**src/nid_pkg.sv**
```systemverilog
// Shared types, constants and codes of the neutral ionization deposit block.
package nid_pkg;

    // Default grid size along each axis.
    localparam int GRID_NX_DEF = 32;
    localparam int GRID_NY_DEF = 32;
    localparam int GRID_NZ_DEF = 32;

    // Output queue depth; it also bounds the transactions in flight.
    localparam int OUT_DEPTH = 8;

    // Configuration port geometry.
    localparam int PADDR_W = 6;
    localparam int PDATA_W = 64;

    // Stream widths.
    localparam int S_TDATA_W = 120;
    localparam int M_TDATA_W = 56;
    localparam int M_TUSER_W = 2;

    // Cell and weight arithmetic, all Q2.16.
    localparam int CELL_W = 18;
    localparam logic [CELL_W-1:0] CELL_MAX     = 18'h3FFFF;
    localparam logic [CELL_W-1:0] EMIT_MIN     = 18'd66192;
    localparam logic [CELL_W-1:0] ONE_Q16      = 18'd65536;
    localparam logic [16:0]       RETIRE_LIMIT = 17'd655;
    localparam logic [17:0]       RETIRED_CODE = 18'h30000;

    typedef enum logic [1:0] {
        ST_PROCESSED = 2'd0,
        ST_INACTIVE  = 2'd1,
        ST_SHADOWED  = 2'd2,
        ST_OUTSIDE   = 2'd3
    } status_t;

    typedef enum logic [2:0] {
        REG_IONIZE_FRACTION = 3'd0,
        REG_PLANET_X        = 3'd1,
        REG_PLANET_Y        = 3'd2,
        REG_PLANET_Z        = 3'd3,
        REG_RADIUS_SQUARED  = 3'd4,
        REG_INV_CELL_X      = 3'd5,
        REG_INV_CELL_Y      = 3'd6,
        REG_INV_CELL_Z      = 3'd7
    } reg_idx_t;

    typedef struct packed {
        logic [15:0]        ionize_fraction;
        logic signed [31:0] planet_x;
        logic signed [31:0] planet_y;
        logic signed [31:0] planet_z;
        logic [47:0]        radius_squared;
        logic [23:0]        inv_cell_x;
        logic [23:0]        inv_cell_y;
        logic [23:0]        inv_cell_z;
    } cfg_t;

    // One particle after index and distance work, ready for the cell update.
    typedef struct packed {
        logic        inactive;
        logic        px_gt;
        logic        outside;
        logic [65:0] sq_y;
        logic [65:0] sq_z;
        logic [16:0] dw;
        logic [17:0] neww;
        logic [17:0] w_in;
    } calc_t;

    typedef struct packed {
        logic [31:0] ion_total;
        status_t     status;
        logic        emit_ion;
        logic [17:0] new_weight;
    } res_t;

endpackage

```
**src/nid_ofifo.sv**
```systemverilog
// Output queue of results with a credit count covering transactions still in flight.
module nid_ofifo #(
    parameter int DEPTH = nid_pkg::OUT_DEPTH
) (
    input  logic          aclk,
    input  logic          aresetn,
    input  logic          s_fire,
    input  logic          push,
    input  nid_pkg::res_t push_data,
    output logic          m_valid,
    input  logic          m_ready,
    output nid_pkg::res_t m_data,
    output logic          credit
);

    localparam int PW = $clog2(DEPTH);
    localparam int CW = $clog2(DEPTH + 1);

    nid_pkg::res_t q_reg [DEPTH];
    logic [PW-1:0] wr_ptr_reg, rd_ptr_reg;
    logic [CW-1:0] occ_reg, occ_next;
    logic [CW-1:0] cnt_reg, cnt_next;
    logic          pop;

    assign m_valid  = occ_reg != '0;
    assign m_data   = q_reg[rd_ptr_reg];
    assign pop      = m_valid && m_ready;
    assign credit   = cnt_reg < CW'(DEPTH);
    assign occ_next = occ_reg + CW'(push) - CW'(pop);
    assign cnt_next = cnt_reg + CW'(s_fire) - CW'(pop);

    always_ff @(posedge aclk) begin
        if (!aresetn) begin
            wr_ptr_reg <= '0;
            rd_ptr_reg <= '0;
            occ_reg    <= '0;
            cnt_reg    <= '0;
        end else begin
            if (push) begin
                wr_ptr_reg <= (wr_ptr_reg == PW'(DEPTH - 1)) ? '0 : wr_ptr_reg + PW'(1);
            end
            if (pop) begin
                rd_ptr_reg <= (rd_ptr_reg == PW'(DEPTH - 1)) ? '0 : rd_ptr_reg + PW'(1);
            end
            occ_reg <= occ_next;
            cnt_reg <= cnt_next;
        end
        if (push) begin
            q_reg[wr_ptr_reg] <= push_data;
        end
    end

endmodule

```
**config.mk**
```make
export PLATFORM = sky130hd
export DESIGN_NAME = nid_ofifo
export DESIGN_NICKNAME = d
export VERILOG_FILES = /design/src/nid_pkg.sv /design/src/nid_ofifo.sv
export SDC_FILE = /design/constraint.sdc
export NUM_CORES = 1
export LEC_CHECK = 0
export ABC_CLOCK_PERIOD_IN_PS = 6590
export BUFFER_PORTS_ARGS = -buffer_cell sky130_fd_sc_hd__buf_2
export CAP_MARGIN = 10
export CORE_UTILIZATION = 50
export CTS_BUF_LIST = sky130_fd_sc_hd__clkbuf_4 sky130_fd_sc_hd__clkbuf_8
export DETAILED_ROUTE_END_ITERATION = 16
export HOLD_SLACK_MARGIN = 0.1
export PLACE_DENSITY = 0.69
export SYNTH_ARGS = -nofsm -noshare
export SYNTH_HDL_FRONTEND = slang
export SYNTH_SLANG_ARGS = --single-unit
```
**constraint.sdc**
```tcl
create_clock -name aclk -period 6.59 [get_ports aclk]
set_input_delay 0.3295 -clock aclk [delete_from_list [all_inputs] [get_ports aclk]]
set_output_delay 0.3295 -clock aclk [all_outputs]
set_load 0.005 [all_outputs]
```
==> results.py <==
metrics = {
    "logic_synthesis": {
        "syn_area_um2": 17100,
        "synthFlopType": "edfxtp_1",
        "synth_top_area_share": 0.747,
        "async_reset_ff_frac": 0,
        "syn_inst": 714,
        "synth_top_area_cell": "edfxtp_1",
        "ys_seq_area_frac": 0.767,
        "synth_edf_count": 424,
        "syn-mean-instance-area_um2": 23.9,
        "ys_types": 31,
        "synthesis.nets": 785,
        "synthTopCellsByArea": "edfxtp_1 (75%), mux4_2 (12%), mux2_4 (3.5%), mux4_1 (2.0%), dfxtp_1 (2.0%)",
        "ys_ff_latch": 441,
        "yosys_warnings": 0,
    },
    "clocking": {
        "postCtsSetupRepairBufs": 0,
        "hold_buffers": 56,
        "clk_pin_slew_worst_paths_ns": 0.06,
        "clockBufferDepth": 3,
        "ctsRootBufferMaster": "clkbuf_8",
        "cts_buffers": 74,
        "post_cts_resized": 0,
        "clkSinkCount": 441,
        "clk_latency_ns": 0.59,
        "cts_tree": "done",
        "cts_max_level": 3,
    },
    "timing": {
        "maxSlewHeadroom": 0.369,
        "setup-tns-final_ns": 0,
        "slew_viol_final": 0,
        "fin_skew_ns": 0.0254,
        "tightest_slew_ns": 0.947,
        "max_freq_ghz": 0.291,
        "finalSetupViolations": 0,
        "period_share": 0.522,
        "rsz0062_at_grt": "no",
        "hold_viol_final": 0,
        "fin_crit_ns": 3.44,
    },
    "floorplan": {
        "fp.dieH_um": 187,
        "fp.dieW_um": 187,
        "coreArea_um2": 33500,
        "start_util": 0.509,
        "die-area_um2": 34800,
        "rows": 67,
        "ios": 113,
    },
    "placed_design": {
        "postPlaceCellArea_um2": 18100,
        "gp_congestion": 0.706,
        "port_buffers": 112,
        "hpwl_mm": 16.0,
    },
    "critical_path": {
        "path_cells": "buf_12 > mux4_1 > mux2_4 > buf_2",
        "crit_buf_inv": 2,
        "cp.required_ns": 6.26,
        "worstSetupStartpointType": "register",
        "path_delay_family": "multiplexers",
        "regToRegStartpoint": "occ_reg[2]",
        "critPathKind": "reg2out",
        "cp_max_fo": 68,
        "end_kind": "primary output",
        "critical_path.max_stage_delay_ns": 0.87,
        "cp.arrival_ns": 3.11,
        "cp_slowest_cell": "dfxtp_4",
    },
    "global_routing": {
        "grt_overflow": 0,
        "grt.total_usage": 0.182,
        "grt_pass1_vias": 8303,
        "grt_start_max_net_pins": 69,
        "antenna_found_initial": 3,
        "grt_first_pass_wirelength_mm": 47.6,
    },
    "layout": {
        "layout_commonest_cell": "edfxtp_1",
        "drive_above_1_share": 0.408,
        "final_cell_mix": "edfxtp_1 (424), buf_2 (112), mux4_2 (93), clkbuf_8 (81), dlygate4sd3_1 (56)",
        "final_cell_area_um2": 20100,
        "largest_reg_flops": 424,
        "areaGrowthSynthToFinish_pct": 18.1,
        "fin_nets": 1010,
    },
    "hold_path": {
        "holdCritStartpoint": "push",
        "hold_class": "in2reg",
    },
    "routing": {
        "drt_wl_total_mm": 31.1,
        "dr.pass1.iters": 4,
        "viasPerCell": 5.35,
        "drc": 0,
        "routedWlPerCell_um": 21.6,
        "dr.first_iter.drc_count": 504,
        "route.vias.total": 7724,
        "final_antenna_net_count": 0,
    },
    "job": {
        "cap_violations": 0,
    },
    "power": {
        "ir_drop_v": 0.000203,
        "power_density_nw_per_um2": 324,
        "leakage_nw": 6.74,
    },
    "status": {
        "status": "finished clean",
    },
}
[per-stage QoR]
step	util	setup WS [ns]	hold WS, ns	std cells	total power [mW]
floorplan	-	1.76	0.428	714	3.98
global placement	0.541	3.70	0.469	1255	4.25
detailed placement	0.541	3.68	0.484	1255	4.26
CTS	0.601	3.05	0.100	1442	6.62
global route	0.601	2.90	0.133	1443	6.81
finish	0.601	3.15	0.147	1444	6.54
[tightest hold or removal path, delay by kind of cell]
family	cells	cell delay, ns
mux	1	0.10
buf+inv	1	0.19
simple gates	1	0.07
[worst paths after layout]
check                       end  slack [ns]  cells past startpoint
setup reg to reg     cnt_reg[0]        4.09                      8
hold reg to reg        register        0.50                      2
hold / removal    wr_ptr_reg[2]        0.15                      3
setup / recovery     m_data[47]        3.15                      4
[Yosys cell counts, types with 2 or more instances]
cell type  number
nor2_1         16
dfxtp_1        17
fa_1            2
mux2_4         40
mux4_1         13
mux4_2         93
mux2_2         13
and2_1          2
edfxtp_1      424
xor2_1          3
nand2_1         9
clkbuf_1       13
nor3_1          2
inv_1           8
mux2i_1        11
nand3_1         2
nand2b_1        4
or2_1           2
a21oi_1         3
buf_12          5
buf_2          12
ha_1           11
[power by group]
| part | total [mW] | internal, mW | switching (mW) | leakage, nW |
|---|---|---|---|---|
| combinational | 0.947 | 0.555 | 0.392 | 1.98 |
| sequential | 3.26 | 3.17 | 0.0971 | 3.99 |
| clock | 2.33 | 1.31 | 1.02 | 0.771 |
| total | 6.54 | 5.03 | 1.50 | 6.74 |
[cell type report]
| class | count | area, um2 |
|---|---|---|
| diodes | 2 | 5.00 |
| clock buffers | 113 | 1360 |
| clock inverters | 18 | 100 |
| fillers | 2388 | 13400 |
| inverters | 9 | 33.8 |
| multi-input cells | 231 | 3770 |
| flip-flops and latches | 441 | 13100 |
| well taps | 448 | 561 |
| repair buffers | 182 | 1240 |
[cells by family after synthesis]
kind of cell | synth area share
xor gates and xnor gates | 0.00205
adders and majority gates | 0.0104
muxes | 0.193
AOI/OAI and AO/OA | 0.00132
DFF | 0.767
buffers and inverters | 0.0156
and+or+nand+nor | 0.0109
[per-layer routing]
| metal | part of all wire | vias up | track usage |
|---|---|---|---|
| li1 | - | 3468 | - |
| met1 | 0.43 | 3998 | 0.242 |
| met2 | 0.50 | 217 | 0.301 |
| met3 | 0.056 | 39 | 0.0446 |
| met4 | 0.013 | 2 | 0.0561 |
| met5 | 0.00026 | - | 0 |
No activity file was read; power rests on OpenSTA's default activity.
