`src/nid_pkg.sv`:
```
// Shared types, constants and codes of the neutral ionization deposit block.
package nid_pkg;

    // Default grid size along each axis.
    localparam int GRID_NX_DEF = 32;
    localparam int GRID_NY_DEF = 32;
    localparam int GRID_NZ_DEF = 32;

    // Output queue depth; it also bounds the transactions in flight.
    localparam int OUT_DEPTH = 8;

    // Configuration port geometry.
    localparam int PADDR_W = 6;
    localparam int PDATA_W = 64;

    // Stream widths.
    localparam int S_TDATA_W = 120;
    localparam int M_TDATA_W = 56;
    localparam int M_TUSER_W = 2;

    // Cell and weight arithmetic, all Q2.16.
    localparam int CELL_W = 18;
    localparam logic [CELL_W-1:0] CELL_MAX     = 18'h3FFFF;
    localparam logic [CELL_W-1:0] EMIT_MIN     = 18'd66192;
    localparam logic [CELL_W-1:0] ONE_Q16      = 18'd65536;
    localparam logic [16:0]       RETIRE_LIMIT = 17'd655;
    localparam logic [17:0]       RETIRED_CODE = 18'h30000;

    typedef enum logic [1:0] {
        ST_PROCESSED = 2'd0,
        ST_INACTIVE  = 2'd1,
        ST_SHADOWED  = 2'd2,
        ST_OUTSIDE   = 2'd3
    } status_t;

    typedef enum logic [2:0] {
        REG_IONIZE_FRACTION = 3'd0,
        REG_PLANET_X        = 3'd1,
        REG_PLANET_Y        = 3'd2,
        REG_PLANET_Z        = 3'd3,
        REG_RADIUS_SQUARED  = 3'd4,
        REG_INV_CELL_X      = 3'd5,
        REG_INV_CELL_Y      = 3'd6,
        REG_INV_CELL_Z      = 3'd7
    } reg_idx_t;

    typedef struct packed {
        logic [15:0]        ionize_fraction;
        logic signed [31:0] planet_x;
        logic signed [31:0] planet_y;
        logic signed [31:0] planet_z;
        logic [47:0]        radius_squared;
        logic [23:0]        inv_cell_x;
        logic [23:0]        inv_cell_y;
        logic [23:0]        inv_cell_z;
    } cfg_t;

    // One particle after index and distance work, ready for the cell update.
    typedef struct packed {
        logic        inactive;
        logic        px_gt;
        logic        outside;
        logic [65:0] sq_y;
        logic [65:0] sq_z;
        logic [16:0] dw;
        logic [17:0] neww;
        logic [17:0] w_in;
    } calc_t;

    typedef struct packed {
        logic [31:0] ion_total;
        status_t     status;
        logic        emit_ion;
        logic [17:0] new_weight;
    } res_t;

endpackage

```
`src/nid_acc.sv`:
```
// Cell read-modify-write with forwarding, ion counter and post-reset clearing sweep.
module nid_acc #(
    parameter int CELLS = nid_pkg::GRID_NX_DEF * nid_pkg::GRID_NY_DEF * nid_pkg::GRID_NZ_DEF,
    parameter int AW    = $clog2(CELLS)
) (
    input  logic                       aclk,
    input  logic                       aresetn,
    input  logic                       item_valid,
    input  nid_pkg::calc_t             item,
    input  logic [AW-1:0]              item_addr,
    input  logic [47:0]                radius_squared,
    input  logic [nid_pkg::CELL_W-1:0] rd_data,
    output logic                       wr_en,
    output logic [AW-1:0]              wr_addr,
    output logic [nid_pkg::CELL_W-1:0] wr_data,
    output logic                       res_valid,
    output nid_pkg::res_t              res,
    output logic                       busy
);

    logic                       clr_busy_reg;
    logic [AW-1:0]              clr_cnt_reg;

    logic                       fwd_we_reg;
    logic [AW-1:0]              fwd_addr_reg;
    logic [nid_pkg::CELL_W-1:0] fwd_data_reg;
    logic [31:0]                ions_reg;
    logic [31:0]                ions_next;

    logic [66:0]                dist_sum;
    logic                       shadow;
    nid_pkg::status_t           status;
    logic [nid_pkg::CELL_W-1:0] cell_val;
    logic [nid_pkg::CELL_W:0]   acc_sum;
    logic [nid_pkg::CELL_W-1:0] acc_sat;
    logic                       emit_hit;
    logic [nid_pkg::CELL_W-1:0] new_cell;
    logic                       do_upd;

    always_comb begin
        dist_sum = {1'b0, item.sq_y} + {1'b0, item.sq_z};
        shadow   = item.px_gt && (dist_sum[66:16] < {3'd0, radius_squared});
        if (item.inactive) begin
            status = nid_pkg::ST_INACTIVE;
        end else if (shadow) begin
            status = nid_pkg::ST_SHADOWED;
        end else if (item.outside) begin
            status = nid_pkg::ST_OUTSIDE;
        end else begin
            status = nid_pkg::ST_PROCESSED;
        end
        do_upd = item_valid && (status == nid_pkg::ST_PROCESSED);

        // The previous update wrote at the edge that launched this read.
        cell_val = (fwd_we_reg && (fwd_addr_reg == item_addr)) ? fwd_data_reg : rd_data;
        acc_sum  = {1'b0, cell_val} + {2'b0, item.dw};
        acc_sat  = acc_sum[nid_pkg::CELL_W] ? nid_pkg::CELL_MAX
                                            : acc_sum[nid_pkg::CELL_W-1:0];
        emit_hit = acc_sat >= nid_pkg::EMIT_MIN;
        new_cell = emit_hit ? (acc_sat - nid_pkg::ONE_Q16) : acc_sat;

        ions_next = ions_reg + {31'd0, do_upd && emit_hit};

        res.new_weight = (status == nid_pkg::ST_PROCESSED) ? item.neww : item.w_in;
        res.emit_ion   = do_upd && emit_hit;
        res.status     = status;
        res.ion_total  = ions_next;

        if (clr_busy_reg) begin
            wr_en   = 1'b1;
            wr_addr = clr_cnt_reg;
            wr_data = '0;
        end else begin
            wr_en   = do_upd;
            wr_addr = item_addr;
            wr_data = new_cell;
        end
    end

    assign res_valid = item_valid;
    assign busy      = clr_busy_reg;

    always_ff @(posedge aclk) begin
        if (!aresetn) begin
            clr_busy_reg <= 1'b1;
            clr_cnt_reg  <= '0;
            fwd_we_reg   <= 1'b0;
            ions_reg     <= '0;
        end else begin
            if (clr_busy_reg) begin
                clr_cnt_reg <= clr_cnt_reg + AW'(1);
                if (clr_cnt_reg == AW'(CELLS - 1)) begin
                    clr_busy_reg <= 1'b0;
                end
            end
            fwd_we_reg <= do_upd;
            ions_reg   <= ions_next;
        end
        fwd_addr_reg <= item_addr;
        fwd_data_reg <= new_cell;
    end

endmodule

```
`config.mk`:
```
export PLATFORM = sky130hd
export DESIGN_NAME = nid_acc
export DESIGN_NICKNAME = d
export VERILOG_FILES = /design/src/nid_pkg.sv /design/src/nid_acc.sv
export SDC_FILE = /design/constraint.sdc
export NUM_CORES = 1
export LEC_CHECK = 0
export BUFFER_PORTS_ARGS = -buffer_cell sky130_fd_sc_hd__buf_2
export CORE_MARGIN = 2
export CORE_UTILIZATION = 27
export CTS_CLUSTER_SIZE = 14
export DETAILED_ROUTE_END_ITERATION = 6
export GPL_ROUTABILITY_DRIVEN = 0
export PLACE_DENSITY_LB_ADDON = 0.3
export SETUP_SLACK_MARGIN = 0.2
export SLEW_MARGIN = 20
export SYNTH_ARGS = -nofsm -noshare
export SYNTH_HDL_FRONTEND = slang
export SYNTH_SLANG_ARGS = --single-unit
```
`constraint.sdc`:
```
create_clock -name aclk -period 7.4 [get_ports aclk]
set_input_delay 0.37 -clock aclk [delete_from_list [all_inputs] [get_ports aclk]]
set_output_delay 0.37 -clock aclk [all_outputs]
set_load 0.1 [all_outputs]
```
==> results of run 1 <==
==> routing by layer <==
layer	GRT usage (%)	vias to the layer above	wire (um)
met4	4.962	8	636
met5	0	-	47
met2	33.24	370	17400
met1	20.99	4877	14160
met3	3.417	40	2466
li1	-	5153	-
==> power breakdown <==
group	switching [mW]	leakage, nW	internal, mW
registers	0.00930	0.674	0.471
logic	0.525	5.58	0.352
clock network	0.182	0.143	0.271
==> layout by cell type, fill, tap and decap left out, types with 9 or more instances in the layout <==
| master | instances |
|---|---|
| a211oi_1 | 14 |
| buf_2 | 329 |
| nand2_1 | 90 |
| buf_4 | 26 |
| a21o_1 | 35 |
| nor3_1 | 11 |
| dfxtp_1 | 82 |
| buf_12 | 31 |
| mux2_2 | 35 |
| clkbuf_16 | 9 |
| inv_1 | 84 |
| nand3_1 | 32 |
| nand4_1 | 41 |
| nor2_1 | 66 |
| o211ai_1 | 11 |
| o21bai_1 | 18 |
| xnor2_1 | 59 |
| xnor2_2 | 10 |
| and2_1 | 39 |
| ha_1 | 124 |
| and3_1 | 11 |
| xor2_1 | 30 |
| mux2_4 | 10 |
| xnor2_4 | 11 |
| o21ai_0 | 50 |
| a21oi_1 | 111 |
==> logic make-up after synthesis <==
logic type / share of synthesized area (%)
compound gates: 22.20
buf+inv: 5.031
mux: 6.735
fa+ha+maj: 17.64
flops: 17.19
xor+xnor: 10.82
simple gates: 20.39
==> through the flow <==
step	utilization, %	instances	hold WS [ns]	worst slack [ns]	total power, mW
6_report	39.17	2045	0.1648	0.5744	1.810
5_1_grt	39.16	2043	0.1526	0.1670	1.937
4_1_cts	38.35	2031	0.1483	0.2185	1.798
3_5_place_dp	37.41	2015	0.5140	0.06483	1.334
3_3_place_gp	37.41	2015	0.5089	0.1084	1.324
2_1_floorplan	-	1217	0.3977	-0.09682	1.088
==> final cells by class <==
type	count	area, sq um	share of cell area (%)
Multi-Input combinational cell	1013	8280	60.89
Clock buffer	12	246.5	1.813
Antenna cell	8	20.02	0.1472
Sequential cell	82	1642	12.07
Tap cell	455	569.3	4.187
Timing Repair Buffer	387	2474	18.19
Clock inverter	4	51.30	0.3773
Inverter	84	315.3	2.319
==> worst paths after layout <==
path / to / depth (start not counted) / slack [ns] / from
max reg2reg: ions_reg[26] / 27 / 1.42 / fwd_addr_reg[4]
min reg2reg: clr_cnt_reg[14] / 2 / 0.54 / clr_cnt_reg[14]
min: fwd_addr_reg[11] / 1 / 0.16 / item_addr[11]
max: res[45] / 32 / 0.57 / item[61]
==> what timing repair did <==
item / CTS / global route
setup buffers: 0 / 6
gates resized for setup: 4 / 43
endpoints found under the setup margin: 12 / 18
pin swaps: 0 / 22
hold buffers: 0 / 0
==> results by group, run 1 <==
Run status
  • Status: finished clean

Die
  • Die area: 0.03689 sq mm
  • Placeable Area: 0.03471 sq mm
  • DIE HEIGHT: 192.1 um
  • # rows: 68
  • Initial Util: 27.51%
  • Ports: 361
  • Die X: 192.1 um

Global routing
  • GRT overflow: 0
  • Antenna violations before repair: 11
  • First-pass GRT wire length: 52010 um
  • Vias in the first global route: 9874
  • Pin count of the biggest net entering global routing: 35
  • GRT Resource Usage Total: 17.98%

Clock network
  • Worst-skew pair later-pin latency: 0.35 ns
  • H-tree levels: 3
  • CTS Buf Count: 9
  • Root buf cell: clkbuf_16
  • Clock transition at path regs: 0.06 ns
  • CTS tree: yes
  • CTS sink cnt: 82
  • CTS max path bufs: 2

Logic synthesis
  • Syn Std Cell Area: 0.009549 sq mm
  • Post-synthesis sequential area ratio: 17.19%
  • Yosys top cell by area: ha_1
  • Synth async-reset ratio: 0%
  • Mapped Nets: 1623
  • Cells after Synth: 1217
  • Most frequent cell after synthesis: ha_1
  • Post-synth top area share: 17.43%
  • Yosys warns: 0
  • Most instantiated cells after synthesis: 133 x ha_1, 118 x a21oi_1, 96 x nand2_1, 84 x inv_1, 82 x dfxtp_1
  • Number of synthesized flops with an enable pin: 0
  • Synth top area cells: ha_1 17%, dfxtp_1 17%, xnor2_1 7.3%
  • Distinct cells, synth: 77
  • Syn avg cell area: 7.846 sq um
  • Most used DFF post-synth: dfxtp_1
  • Flops & latches, synth: 82

Routing
  • Wire length per cell: 16.97 um
  • Post-route ant nets: 0
  • DR DRC count: 0
  • Via density: 5.109
  • Initial drt markers: 375
  • DR pass1 iterations: 5
  • Vias: 10450
  • Post-Route WL: 34710 um

Critical path
  • Delay-heaviest family, CP: simple AND/OR/NAND/NOR gates
  • Worst path max stage delay: 0.36 ns
  • Critical path arrival: 6.46 ns
  • CP required: 7.03 ns
  • Crit path kind: in2out
  • Setup crit start kind: input pin
  • Worst path slowest cell: nor4_4
  • Crit path max fanout: 5
  • CP endpoint kind: output pin
  • CP bufs+invs: 4
  • Worst path most repeated cell: nand4_1

Finish
  • Fill cells: 3566
  • Syn-to-layout area delta: 42.40%
  • Design area: 0.01360 sq mm
  • Layout cells sized above 1: 35.40%
  • Max reg flops: 32
  • Final nets: 1983

Timing
  • Tightest Pin Transition: 0.8395 ns
  • Hold Vio Cnt, Final: 0
  • Final TNS setup: 0 ns
  • Final Slew Violations: 0
  • Worst rel slew slack: 43.52%
  • Crit share post-route: 92.24%
  • RSZ-0062 raised after global routing: false
  • Tmin final: 6.826 ns
  • Worst Clk Skew: 0.01084 ns
  • Peak Freq: 146.5 MHz
  • Setup violators final: 0

Run
  • Max_cap viols: 0

Place
  • Dpl hpwl: 29740 um
  • Dpl cell area: 0.01299 sq mm
  • I/O Buffers: 360

Power
  • VDD IR max: 0.1402 mV
  • P per Cell Area: 133.1 mW/mm^2
  • Leakage: 6.395 nW

Hold path
  • Hold Path Class: in2reg
(Power assumes the default switching activity.)
==> run 2: changes to the inputs <==
--- a/config.mk
+++ b/config.mk
@@ -6,6 +6,7 @@
 export NUM_CORES = 1
 export LEC_CHECK = 0
 export BUFFER_PORTS_ARGS = -buffer_cell sky130_fd_sc_hd__buf_2
+export CORE_ASPECT_RATIO = 1.2
 export CORE_MARGIN = 2
 export CORE_UTILIZATION = 27
 export CTS_CLUSTER_SIZE = 14
==> constraint.sdc (replaced) <==
create_clock -name aclk -period 6.4 [get_ports aclk]
set_input_delay 0.32 -clock aclk [delete_from_list [all_inputs] [get_ports aclk]]
set_output_delay 0.32 -clock aclk [all_outputs]
set_load 0.1 [all_outputs]
==> results by group, run 2 (synthesized netlist as in run 1, its figures left out) <==
Run status
  • Status: finished with violations
  • Failing checks: setup timing

Routing
  • DR DRC count: 0
  • Via density: 4.942
  • DR pass1 iterations: 5
  • Initial drt markers: 457
  • Vias: 11080
  • Post-route ant nets: 0
  • Post-Route WL: 37130 um
  • Wire length per cell: 16.57 um

Place
  • Placed instance count: 2175
  • Dpl hpwl: 31460 um
  • I/O Buffers: 360
  • DP Worst Slack: -0.5122 ns

Die
  • Ports: 361
  • Placeable Area: 0.03491 sq mm
  • Die X: 175.7 um
  • Initial Util: 27.35%
  • # rows: 75
  • DIE HEIGHT: 210.0 um
  • Die area: 0.03689 sq mm

Finish
  • FF/Latch Area: 0.001642 sq mm
  • Final nets: 2176
  • Fill cells: 3404
  • Final core utilization: 45.78%
  • Most common cell after layout, fill and taps aside: buf_2
  • Fin cells: 2241
  • Commonest non-fill, non-tap cells in the layout: 302 x buf_2, 198 x buf_4, 124 x ha_1, 101 x a21oi_1, 86 x nand2_1
  • Multi-input logic area: 0.008726 sq mm
  • Layout cells sized above 1: 44.68%
  • Max reg flops: 32
  • Syn-to-layout area delta: 67.37%

Global routing
  • First-pass GRT wire length: 57020 um
  • GRT Resource Usage Total: 19.19%
  • Antenna violations before repair: 5
  • Pin count of the biggest net entering global routing: 42
  • Vias in the first global route: 11280
  • GRT overflow: 0

Critical path
  • Worst path max stage delay: 0.35 ns
  • Worst path most repeated cell: nand4_1
  • Critical path arrival: 6.21 ns
  • CP required: 6.08 ns
  • Setup crit start kind: input pin
  • Crit path max fanout: 3
  • Crit path kind: in2out
  • Worst path slowest cell: a2111oi_4
  • CP endpoint kind: output pin

Clock network
  • CTS tree: yes
  • Root buf cell: clkbuf_16
  • Clock transition at path regs: 0.07 ns
  • CTS sink cnt: 82
  • H-tree levels: 3
  • CTS Buf Count: 9
  • Worst-skew pair later-pin latency: 0.34 ns
  • CTS max path bufs: 2

Timing
  • Hold Slack: 0.1125 ns
  • Tightest Pin Transition: 0.7370 ns
  • Crit share post-route: 102.1%
  • Worst rel slew slack: 50.41%
  • Fin worst setup slack: -0.1324 ns
  • Peak Freq: 153.1 MHz
  • Tmin final: 6.532 ns
  • Final Slew Violations: 0
  • Hold Vio Cnt, Final: 0
  • RSZ-0062 raised after global routing: true
  • Worst Clk Skew: 0.007099 ns
  • Setup violators final: 21

Run
  • Max_cap viols: 0

Power
  • VDD IR max: 0.1116 mV
  • Leakage: 7.629 nW
  • P per Cell Area: 148.3 mW/mm^2

Hold path
  • Hold Path Class: in2reg
-- run 2: cell types whose count changed in the layout (fill, tap and decap cells not counted), sizes merged --
cell and change:
diode -4, clkbuf -3, clkinv +1, buf +193
inv +1, bufinv +1
-- run 2: repair_timing --
item / 4_1_cts / 5_1_grt
pin swaps: 74 / 41
gates resized for setup: 94 / 53
endpoints found under the hold margin: 0 / 0
endpoints found under the setup margin: 61 / 65
hold buffers: 0 / 0
setup buffers: 31 / 15
-- run 2: path summary, 6_finish.rpt --
path,from,end,slack [ns],depth (start not counted)
setup reg to reg,fwd_addr_reg[10],ions_reg[6],0.53,32
hold reg to reg,clr_cnt_reg[6],clr_cnt_reg[6],0.51,2
hold / removal,item_addr[7],fwd_addr_reg[7],0.11,1
setup / recovery,item[55],res[43],-0.13,34
-- run 2: layout make-up --
type	count	share of cell area, %
flip-flops and latches	82	10.27
multi-input cells	1013	54.60
clock inverters	7	0.6419
diodes	4	0.06263
clock buffers	9	1.409
repair buffers	580	27.43
inverters	84	1.973
well taps	462	3.617
-- run 2: metal layers --
metal  vias to the layer above  wire (um)  GRT usage (%)
met5                         -         38              0
met4                         6        840          5.187
met3                        67       2138          2.507
met2                       384      19150          36.19
met1                      5071      14960          22.60
li1                       5547          -              -
-- run 2: worst max-delay path: cells and delay by family --
kind,cells,cell delay [ns]
compound gates,8,1.65
mux,1,0.24
buf+inv,6,0.87
xor+xnor,2,0.29
fa+ha+maj,4,0.91
simple gates,13,1.90
-- run 2: stage by stage --
step	instance area [sq um]	power [mW]	TNS, ns
after floorplan	10230	1.258	-37.56
after CTS	15630	2.344	-2.064
after global placement	14550	1.692	-7.564
final	15980	2.371	-1.757
after detailed placement	14550	1.706	-11.95
after global routing	15970	2.520	-8.615
-- run 2: power breakdown --
part / leakage (nW) / internal, mW / switching, mW
logic: 6.80 / 0.578 / 0.672
clock network: 0.156 / 0.345 / 0.221
registers: 0.674 / 0.544 / 0.00999
