## config.mk

```make
export PLATFORM = sky130hd
export DESIGN_NAME = nid_cfg
export DESIGN_NICKNAME = d
export VERILOG_FILES = /design/src/nid_pkg.sv /design/src/nid_cfg.sv
export SDC_FILE = /design/constraint.sdc
export NUM_CORES = 1
export LEC_CHECK = 0
export ABC_AREA = 1
export BUFFER_PORTS_ARGS = -buffer_cell sky130_fd_sc_hd__buf_2
export CORE_MARGIN = 2
export CORE_UTILIZATION = 49
export DETAILED_ROUTE_END_ITERATION = 7
export GPL_TIMING_DRIVEN = 0
export PLACE_DENSITY = 0.79
export SYNTH_ARGS = -nofsm -noshare
export SYNTH_HDL_FRONTEND = slang
export SYNTH_SLANG_ARGS = --single-unit
```

## constraint.sdc

```tcl
create_clock -name aclk -period 2.28 [get_ports aclk]
set_clock_uncertainty 0.05 [all_clocks]
set_input_delay 0 -clock aclk [delete_from_list [all_inputs] [get_ports aclk]]
set_output_delay 0 -clock aclk [all_outputs]
set_load 0.05 [all_outputs]
```

## src/nid_pkg.sv

```systemverilog
// Shared types, constants and codes of the neutral ionization deposit block.
package nid_pkg;

    // Default grid size along each axis.
    localparam int GRID_NX_DEF = 32;
    localparam int GRID_NY_DEF = 32;
    localparam int GRID_NZ_DEF = 32;

    // Output queue depth; it also bounds the transactions in flight.
    localparam int OUT_DEPTH = 8;

    // Configuration port geometry.
    localparam int PADDR_W = 6;
    localparam int PDATA_W = 64;

    // Stream widths.
    localparam int S_TDATA_W = 120;
    localparam int M_TDATA_W = 56;
    localparam int M_TUSER_W = 2;

    // Cell and weight arithmetic, all Q2.16.
    localparam int CELL_W = 18;
    localparam logic [CELL_W-1:0] CELL_MAX     = 18'h3FFFF;
    localparam logic [CELL_W-1:0] EMIT_MIN     = 18'd66192;
    localparam logic [CELL_W-1:0] ONE_Q16      = 18'd65536;
    localparam logic [16:0]       RETIRE_LIMIT = 17'd655;
    localparam logic [17:0]       RETIRED_CODE = 18'h30000;

    typedef enum logic [1:0] {
        ST_PROCESSED = 2'd0,
        ST_INACTIVE  = 2'd1,
        ST_SHADOWED  = 2'd2,
        ST_OUTSIDE   = 2'd3
    } status_t;

    typedef enum logic [2:0] {
        REG_IONIZE_FRACTION = 3'd0,
        REG_PLANET_X        = 3'd1,
        REG_PLANET_Y        = 3'd2,
        REG_PLANET_Z        = 3'd3,
        REG_RADIUS_SQUARED  = 3'd4,
        REG_INV_CELL_X      = 3'd5,
        REG_INV_CELL_Y      = 3'd6,
        REG_INV_CELL_Z      = 3'd7
    } reg_idx_t;

    typedef struct packed {
        logic [15:0]        ionize_fraction;
        logic signed [31:0] planet_x;
        logic signed [31:0] planet_y;
        logic signed [31:0] planet_z;
        logic [47:0]        radius_squared;
        logic [23:0]        inv_cell_x;
        logic [23:0]        inv_cell_y;
        logic [23:0]        inv_cell_z;
    } cfg_t;

    // One particle after index and distance work, ready for the cell update.
    typedef struct packed {
        logic        inactive;
        logic        px_gt;
        logic        outside;
        logic [65:0] sq_y;
        logic [65:0] sq_z;
        logic [16:0] dw;
        logic [17:0] neww;
        logic [17:0] w_in;
    } calc_t;

    typedef struct packed {
        logic [31:0] ion_total;
        status_t     status;
        logic        emit_ion;
        logic [17:0] new_weight;
    } res_t;

endpackage

```

## src/nid_cfg.sv

```systemverilog
// APB-style configuration registers of the neutral ionization deposit block.
module nid_cfg (
    input  logic                         aclk,
    input  logic                         aresetn,
    input  logic                         psel,
    input  logic                         penable,
    input  logic                         pwrite,
    input  logic [nid_pkg::PADDR_W-1:0]  paddr,
    input  logic [nid_pkg::PDATA_W-1:0]  pwdata,
    output logic [nid_pkg::PDATA_W-1:0]  prdata,
    output logic                         pready,
    output nid_pkg::cfg_t                cfg
);

    nid_pkg::cfg_t    cfg_reg;
    nid_pkg::reg_idx_t idx;
    logic             wr;

    assign pready = 1'b1;
    assign wr     = psel && penable && pwrite;
    assign idx    = nid_pkg::reg_idx_t'(paddr[nid_pkg::PADDR_W-1:3]);
    assign cfg    = cfg_reg;

    always_ff @(posedge aclk) begin
        if (!aresetn) begin
            cfg_reg.ionize_fraction <= '0;
            cfg_reg.planet_x        <= '0;
            cfg_reg.planet_y        <= '0;
            cfg_reg.planet_z        <= '0;
            cfg_reg.radius_squared  <= '0;
            cfg_reg.inv_cell_x      <= 24'd65536;
            cfg_reg.inv_cell_y      <= 24'd65536;
            cfg_reg.inv_cell_z      <= 24'd65536;
        end else if (wr) begin
            case (idx)
                nid_pkg::REG_IONIZE_FRACTION: cfg_reg.ionize_fraction <= pwdata[15:0];
                nid_pkg::REG_PLANET_X:        cfg_reg.planet_x        <= pwdata[31:0];
                nid_pkg::REG_PLANET_Y:        cfg_reg.planet_y        <= pwdata[31:0];
                nid_pkg::REG_PLANET_Z:        cfg_reg.planet_z        <= pwdata[31:0];
                nid_pkg::REG_RADIUS_SQUARED:  cfg_reg.radius_squared  <= pwdata[47:0];
                nid_pkg::REG_INV_CELL_X:      cfg_reg.inv_cell_x      <= pwdata[23:0];
                nid_pkg::REG_INV_CELL_Y:      cfg_reg.inv_cell_y      <= pwdata[23:0];
                nid_pkg::REG_INV_CELL_Z:      cfg_reg.inv_cell_z      <= pwdata[23:0];
                default: ;
            endcase
        end
    end

    always_comb begin
        case (idx)
            nid_pkg::REG_IONIZE_FRACTION: prdata = {48'd0, cfg_reg.ionize_fraction};
            nid_pkg::REG_PLANET_X:        prdata = {32'd0, cfg_reg.planet_x};
            nid_pkg::REG_PLANET_Y:        prdata = {32'd0, cfg_reg.planet_y};
            nid_pkg::REG_PLANET_Z:        prdata = {32'd0, cfg_reg.planet_z};
            nid_pkg::REG_RADIUS_SQUARED:  prdata = {16'd0, cfg_reg.radius_squared};
            nid_pkg::REG_INV_CELL_X:      prdata = {40'd0, cfg_reg.inv_cell_x};
            nid_pkg::REG_INV_CELL_Y:      prdata = {40'd0, cfg_reg.inv_cell_y};
            nid_pkg::REG_INV_CELL_Z:      prdata = {40'd0, cfg_reg.inv_cell_z};
            default:                      prdata = '0;
        endcase
    end

endmodule

```

==> out/qor.csv, run 1 <==
metric,value,unit
outcome,"finished, final reports clean",
drtAntennaViolNets,0,
antenna_cells,0,
worst_slew_pin_slew,0.7590,ns
setup_tns,0,ns
antenna_found_initial,1,
worstPathRequired,2.23,ns
drt_wl_total,45350,um
multi_input_area,5011,sq um
insertion_delay,0.52,ns
p_leak,0.006854,uW
die_area,22980,sq um
drive_above_1_share,24.51,%
finalWeightedCongestion,1.005,
r2r_slack,1.46,ns
layout_common_cells,"nor2_1 (385), buf_2 (382), dfxtp_1 (232)",
start_util,49.37,%
synthCells,1545,
timing.final.crit_period,2.265,ns
detail_route.wl_per_cell,20.07,um
rr_worst_depth,2,
synthesis.area,10680,sq um
rsz0062_at_grt,false,
final-hold-violation-count,0,
critical_path.startpoint,paddr[3],
setup_viol,0,
max-cap-violations,0,
core_area,21620,sq um
areaGrowthSynthToFinish,32.35,%
grt-busiest-layer,met2,
max_clock_freq,441.6,MHz
crit_fanout,10,
die_h,151.6,um
grt_max_degree,14,
largest_reg_flops,232,
root_buffer,clkbuf_16,
cts_buffers,26,
num_vias,13030,
grt_pass1_vias,11670,
grt_usage,37.52,%
holdPathStages,6,
r2r_start,cfg[88],
syn_area_per_cell,6.910,sq um
htreeDepth,1,
grt_pass1_wl,65890,um
die_w,151.6,um
period_share,99.33,%
grt-ovfl-total,0,
num_rows,54,
fin_hold_ws,0.01444,ns
power_density,684.2,nW/um^2
yosysWarnings,0,
regArea,4644,sq um
use_met3,7.665,%
hold_start,pwrite,
mostFrequentLayoutCell,nor2_1,
hp-class,primary input to flip-flop,
critPathLaunchType,primary input,
critical_path_class,primary input to primary output,
fill_cells,1948,
clkTransAtPathRegs,0.06,ns
vias_per_cell,5.768,
fin_nets,2034,
seq_area_frac_synth,43.51,%
hpwl,33690,um
port-buffer-count,316,
synth_cell_type_count,24,
r2r-end,cfg[88],
slew_violations,0,
grtUsageMet2,62.58,%
drt-pass1-iter-count,6,
globalRouteMet1Util,46.79,%
ys_seq_elements,232,
min_to,cfg[23],
initialDrtViolationCount,1348,
cts.sinks,232,
end_kind,primary output,
cts_tree,done,
clock_path_buffers,3,
peakVddDrop,0.5489,mV
io_pins,372,
relSlewSlack,49.40,%
drcViolationCount,0,
worstPathArrival,2.21,ns
==> power breakdown <==
group | switching (uW) | total [uW] | internal [uW]
sequential | 49.7 | 4160 | 4110
clock | 1770 | 4430 | 2660
combinational | 817 | 1090 | 269
total | 2630 | 9670 | 7030
==> how the worst max path moves through the flow <==
stage / to / cells after the start
floorplan: prdata[32] / 2
global placement: prdata[14] / 9
detailed placement: prdata[14] / 9
CTS: prdata[23] / 13
global route: prdata[13] / 10
finish: prdata[11] / 10
==> cells by family after synthesis <==
| group | count (synthesis) | share of synthesized area, % |
|---|---|---|
| buffers and inverters | 230 | 10.10 |
| DFF | 232 | 43.51 |
| AOI/OAI and AO/OA | 247 | 11.63 |
| and+or+nand+nor | 834 | 34.69 |
| other | 2 | 0.07035 |
==> layout make-up <==
| class | count | area share, % |
|---|---|---|
| tap | 280 | 2.480 |
| clock inverter | 7 | 0.6819 |
| sequential | 232 | 32.87 |
| timing repair buffer | 371 | 15.11 |
| multi-input combinational | 1098 | 35.47 |
| buffer | 163 | 5.871 |
| inverter | 67 | 1.798 |
| clock buffer | 41 | 5.721 |
==> synthesized netlist by cell type, drive strengths merged <==
cell type	count	area, sq um
inv	66	250.3
conb	2	7.510
clkbuf	52	195.2
nor2	395	1525
clkinv	1	3.750
buf	111	629.3
dfxtp	232	4644
nand2	145	554.3
nand3	42	247.7
nand4	92	575.6
o211ai	2	15.01
o21ai	245	1226
nor3	160	800.8
==> repair_timing <==
| item | 4_1_cts | 5_1_grt |
|---|---|---|
| gates resized for setup | 0 | 6 |
| endpoints found under the hold margin | 195 | 0 |
| hold buffers | 55 | 0 |
| setup endpoints to repair | 0 | 6 |
| setup buffers | 0 | 0 |
==> routing by layer <==
layer  vias up  share of wire, %
li1       5933                 -
met1      5962                37
met2       967                46
met3       167                12
met4         2               4.8
met5         -             0.042
==> critical path, stage by stage <==
cell           delay [ns]
dlygate4sd3_1        0.57
buf_2                0.16
buf_6                0.16
buf_2                0.25
buf_2                0.31
nand4_1              0.13
nand2_1              0.18
nor2_1               0.06
nand3_1              0.11
buf_2                0.28
==> stage by stage <==
step,area (sq um),std cells,worst slack [ns],total power [uW],utilization [%]
5_1_grt,14130,2259,0.003799,9850,65.35
3_3_place_gp,12660,2156,0.5523,5210,58.57
3_5_place_dp,12660,2156,0.5584,5219,58.57
2_1_floorplan,10730,1560,0.8510,4890,-
4_1_cts,14120,2259,0.04597,9593,65.30
6_report,14130,2259,0.01526,9667,65.35
Note: power is estimated with default switching activity, not from simulation.
==> run 2: changes to the inputs <==
- clock period: 2.28 -> 2.7 ns (I/O delays scaled with it)
==> run 2 against run 1 <==
- utilization decreased by 0.093 points
- worst setup slack improved by 0.25 ns
- sequential cell count unchanged
- clock power decreased by 16%
- combinational power decreased by 16%
- cell count about the same
- first-iteration DRC count decreased by 3.2%
==> out/qor.csv, run 2 (synthesis results as in run 1) <==
metric,value,unit,change
outcome,"finished, final reports clean",,unchanged
layout_common_cells,"nor2_1 (386), buf_2 (384), dfxtp_1 (232)",,"was nor2_1 (385), buf_2 (382), dfxtp_1 (232)"
clock_power_share,45.8,%,about the same
core_area,21620,sq um,unchanged
timing.final.crit_period,2.439,ns,
max-cap-violations,0,,unchanged
post-place-ws,0.9784,ns,was 0.5584 ns
start_util,49.37,%,unchanged
areaGrowthSynthToFinish,32.16,%,was 32.35%
worst_path_largest_cell_delay,0.58,ns,was 0.57 ns
die_h,151.6,um,unchanged
holdPathStages,6,,unchanged
switching_share,27.20,%,was 27.23%
antenna_found_initial,1,,unchanged
fin_ws,0.2610,ns,was 0.01526 ns
slew_violations,0,,unchanged
clock_path_buffers,3,,unchanged
setup_tns,0,ns,unchanged
power_frac_seq,43.0,%,about the same
critPathTopFamily,buffers and inverters,,unchanged
peakVddDrop,0.4563,mV,was 0.5489 mV
hp-class,primary input to flip-flop,,unchanged
detail_route.wl_per_cell,20.07,um,about the same
power_density,578.3,nW/um^2,was 684.2 nW/um^2
port-buffer-count,316,,unchanged
setup_viol,0,,unchanged
grt_usage,37.49,%,was 37.52%
die_w,151.6,um,unchanged
drtAntennaViolNets,0,,unchanged
mostFrequentLayoutCell,nor2_1,,unchanged
drt-pass1-iter-count,7,,was 6
finalWeightedCongestion,1.005,,unchanged
r2r_start,cfg[88],,unchanged
r2r_slack,1.89,ns,was 1.46 ns
grt_pass1_wl,65870,um,was 65890 um
critical_path_class,primary input to primary output,,unchanged
worst_slew_pin_slew,0.7533,ns,was 0.7590 ns
switchingPower,2219,uW,was 2632 uW
r2r-end,cfg[88],,unchanged
final-hold-violation-count,0,,unchanged
antenna_cells,0,,unchanged
drive_above_1_share,24.37,%,was 24.51%
comb_power_share,11.2,%,about the same
grt_pass1_vias,11670,,about the same
worstPathArrival,2.39,ns,was 2.21 ns
period_share,90.34,%,
num_rows,54,,unchanged
clkTransAtPathRegs,0.06,ns,about the same
worstPathRequired,2.65,ns,was 2.23 ns
critPathLaunchType,primary input,,unchanged
root_buffer,clkbuf_16,,unchanged
drcViolationCount,0,,unchanged
rr_worst_depth,2,,unchanged
rsz0062_at_grt,false,,unchanged
path_buf_inv,6,,unchanged
drt_wl_total,45320,um,was 45350 um
initialDrtViolationCount,1305,,was 1348
cts.sinks,232,,unchanged
fin_nets,2033,,was 2034
cp_cell_sequence,dlygate4sd3_1 > buf_6 > inv_2 > buf_4 > clkbuf_1 > nand4_1 > nand2_1 > nor2_1 > nand3_1 > buf_2,,was dlygate4sd3_1 > buf_2 > buf_6 > buf_2 > buf_2 > nand4_1 > nand2_1 > nor2_1 > nand3_1 > buf_2
hpwl,33690,um,unchanged
largest_reg_flops,232,,unchanged
relSlewSlack,49.78,%,was 49.40%
internal_power,5939,uW,was 7035 uW
end_kind,primary output,,unchanged
grt_max_degree,14,,unchanged
vias_per_cell,5.741,,was 5.768
num_vias,12960,,was 13030
postCtsSetupRepairBufs,0,,unchanged
hold_start,pwrite,,unchanged
htreeDepth,1,,unchanged
crit_fanout,10,,unchanged
p_leak,0.006843,uW,was 0.006854 uW
cts_tree,done,,unchanged
grt-ovfl-total,0,,unchanged
cpMaxStageDelayCell,dlygate4sd3_1,,unchanged
insertion_delay,0.52,ns,about the same
min_to,cfg[23],,unchanged
max_clock_freq,410.0,MHz,
die_area,22980,sq um,unchanged
io_pins,372,,unchanged
cts_buffers,26,,unchanged
## run 2: worst max-delay path by stage
stage / from / to / depth (start not counted)
5_1_grt: paddr[4] / prdata[10] / 10
6_report: paddr[4] / prdata[12] / 10
4_1_cts: paddr[4] / prdata[14] / 10
3_3_place_gp: paddr[4] / prdata[14] / 9
3_5_place_dp: paddr[4] / prdata[14] / 9
2_1_floorplan: cfg[104] / prdata[32] / 2
## run 2: layer usage
metal,vias to the layer above,GRT usage (%),part of all wire (%)
met5,-,0,0.042
met1,5913,46.71,37
li1,5929,-,-
met2,954,62.65,46
met4,2,17.08,4.7
met3,166,7.605,12
## run 2: repair_timing
action	CTS	global route
hold buffers	54	0
endpoints found under the setup margin	0	0
resized for setup	0	0
endpoints found under the hold margin	195	0
## run 2: through the flow
step	cells	util (%)	hold WS [ns]	cell area, sq um	power (uW)
2_1_floorplan	1560	-	0.06322	10730	4129
3_3_place_gp	2156	58.57	0.1783	12660	4399
3_5_place_dp	2156	58.57	0.1871	12660	4407
4_1_cts	2258	65.25	0.007441	14110	8100
5_1_grt	2258	65.25	0.07334	14110	8314
6_report	2258	65.25	0.01774	14110	8158
## run 2: final cells by class
class | count | area, sq um
fill | 1956 | 7512
multi-input combinational | 1098 | 5009
sequential | 232 | 4644
timing repair buffer | 370 | 2122
buffer | 163 | 824.5
clock buffer | 41 | 808.3
tap | 280 | 350.3
inverter | 67 | 254.0
clock inverter | 7 | 96.34
## run 2: worst reg2reg max path: stages (launching register included)
cell,delay [ns]
dfxtp_1,0.35
o21ai_0,0.24
nor2_1,0.06
## run 2: power groups by stage
stage / sequential [uW] / combinational (uW) / clock (uW)
2_1_floorplan: 3720 / 404 / 0
3_3_place_gp: 3580 / 818 / 0
3_5_place_dp: 3580 / 825 / 0
4_1_cts: 3510 / 889 / 3700
5_1_grt: 3510 / 955 / 3850
6_report: 3510 / 913 / 3740
==> run 3: changes to the inputs <==
- PLACE_DENSITY: 0.79 -> 0.9
==> run 3 against run 2 <==
- worst setup slack got worse by 0.098 ns
- sequential share of layout area rose by 0.18 points
- combinational power barely moved
- critical endpoint is now prdata[14]
- hold slack got worse by 0.0012 ns
==> out/qor.csv, run 3 (synthesis results as in run 1) <==
metric,value,unit,change
die_w,151.6,um,unchanged
cts_buffers,25,,was 26
rsz0062_at_grt,false,,unchanged
start_util,49.37,%,unchanged
critPathLaunchType,primary input,,unchanged
r2r_slack,1.90,ns,was 1.89 ns
clock_path_buffers,3,,unchanged
final-hold-violation-count,0,,unchanged
critical_path_class,primary input to primary output,,unchanged
io_pins,372,,unchanged
r2r_start,cfg[55],,was cfg[88]
finalWeightedCongestion,0.9927,,was 1.005
vias_per_cell,5.876,,was 5.741
cts.sinks,232,,unchanged
areaGrowthSynthToFinish,31.46,%,was 32.16%
drcViolationCount,0,,unchanged
power_density,576.3,nW/um^2,was 578.3 nW/um^2
die_area,22980,sq um,unchanged
setup_viol,0,,unchanged
critical_path.startpoint,paddr[4],,unchanged
antenna_cells,0,,unchanged
grt_usage,38.43,%,was 37.49%
detail_route.wl_per_cell,20.62,um,was 20.07 um
worstPathRequired,2.65,ns,about the same
mostFrequentLayoutCell,nor2_1,,unchanged
outcome,"finished, final reports clean",,unchanged
end_kind,primary output,,unchanged
crit_fanout,10,,unchanged
root_buffer,clkbuf_16,,unchanged
clkTransAtPathRegs,0.06,ns,about the same
antenna_found_initial,0,,was 1
max-cap-violations,0,,unchanged
cts_resized,0,,unchanged
cts_tree,done,,unchanged
layout_common_cells,"nor2_1 (386), buf_2 (384), dfxtp_1 (232)",,unchanged
grt_pass1_vias,12040,,was 11670
postCtsSetupRepairBufs,0,,unchanged
num_vias,13220,,was 12960
initialDrtViolationCount,1567,,was 1305
setup_tns,0,ns,unchanged
core_area,21620,sq um,unchanged
largest_reg_flops,232,,unchanged
fin_nets,2029,,was 2033
post-place-ws,0.9378,ns,was 0.9784 ns
drtAntennaViolNets,0,,unchanged
timing.final.crit_period,2.537,ns,was 2.439 ns
drt_wl_total,46370,um,was 45320 um
worst_slew_pin_slew,0.7949,ns,was 0.7533 ns
regArea,4644,sq um,unchanged
hpwl,34010,um,was 33690 um
grt_pass1_wl,67720,um,was 65870 um
num_rows,54,,unchanged
p_leak,0.006822,uW,was 0.006843 uW
hp-class,primary input to flip-flop,,unchanged
period_share,93.98,%,was 90.34%
cts_hold_repair.buffers,51,,was 54
multi_input_area,5009,sq um,unchanged
port-buffer-count,316,,unchanged
hold_start,psel,,was pwrite
drive_above_1_share,24.33,%,was 24.37%
max_clock_freq,394.1,MHz,was 410.0 MHz
relSlewSlack,47.00,%,was 49.78%
grt-ovfl-total,0,,unchanged
drt-pass1-iter-count,7,,unchanged
slew_violations,0,,unchanged
htreeDepth,1,,unchanged
insertion_delay,0.52,ns,about the same
fill_cells,1883,,was 1956
peakVddDrop,0.4585,mV,was 0.4563 mV
grt_max_degree,14,,unchanged
fin_ws,0.1626,ns,was 0.2610 ns
worstPathArrival,2.49,ns,was 2.39 ns
die_h,151.6,um,unchanged
[run 3: where the power goes]
group	switching [uW]	internal, uW
combinational	692	222
sequential	42.9	3470
clock	1430	2230
[run 3: final timing paths]
kind	end	cells past startpoint
worst max-delay path	prdata[14]	10
worst min-delay path	cfg[48]	5
worst max register to register	cfg[55]	2
worst min register to register	cfg[12]	2
[run 3: metal layers]
layer,vias to the layer above,GRT usage [%],part of all wire [%]
met5,-,0,0
met3,221,8.503,14
met2,1081,64.73,46
met1,5989,46.24,35
met4,0,19.44,5.6
li1,5925,-,-
[run 3: final cells by class]
cell class              instances  share of cell area [%]
repair buffers                367                   14.91
clock buffers                  34                   5.127
inverters                      67                   1.810
well taps                     280                   2.496
flip-flops and latches        232                   33.10
plain buffers                 163                   5.876
clock inverters                 8                  0.9986
multi-input cells            1098                   35.69
[run 3: critical path, cell delays in order]
cell and delay (ns):
dlygate4sd3_1 0.59, buf_6 0.17, inv_2 0.06, buf_4 0.21, clkbuf_1 0.63, nand4_1 0.22, nand2_1 0.18, nor2_1 0.05
nand3_1 0.09, buf_2 0.28
[run 3: per-stage QoR]
stage	instances	instance area, sq um	utilization, %	hold WS, ns	power (uW)
2_1_floorplan	1560	10730	-	0.06322	4129
4_1_cts	2249	14030	64.91	0.005612	8030
3_3_place_gp	2156	12660	58.57	0.1781	4397
3_5_place_dp	2156	12660	58.57	0.1886	4409
5_1_grt	2249	14030	64.91	0.03348	8242
6_report	2249	14030	64.91	0.01650	8088
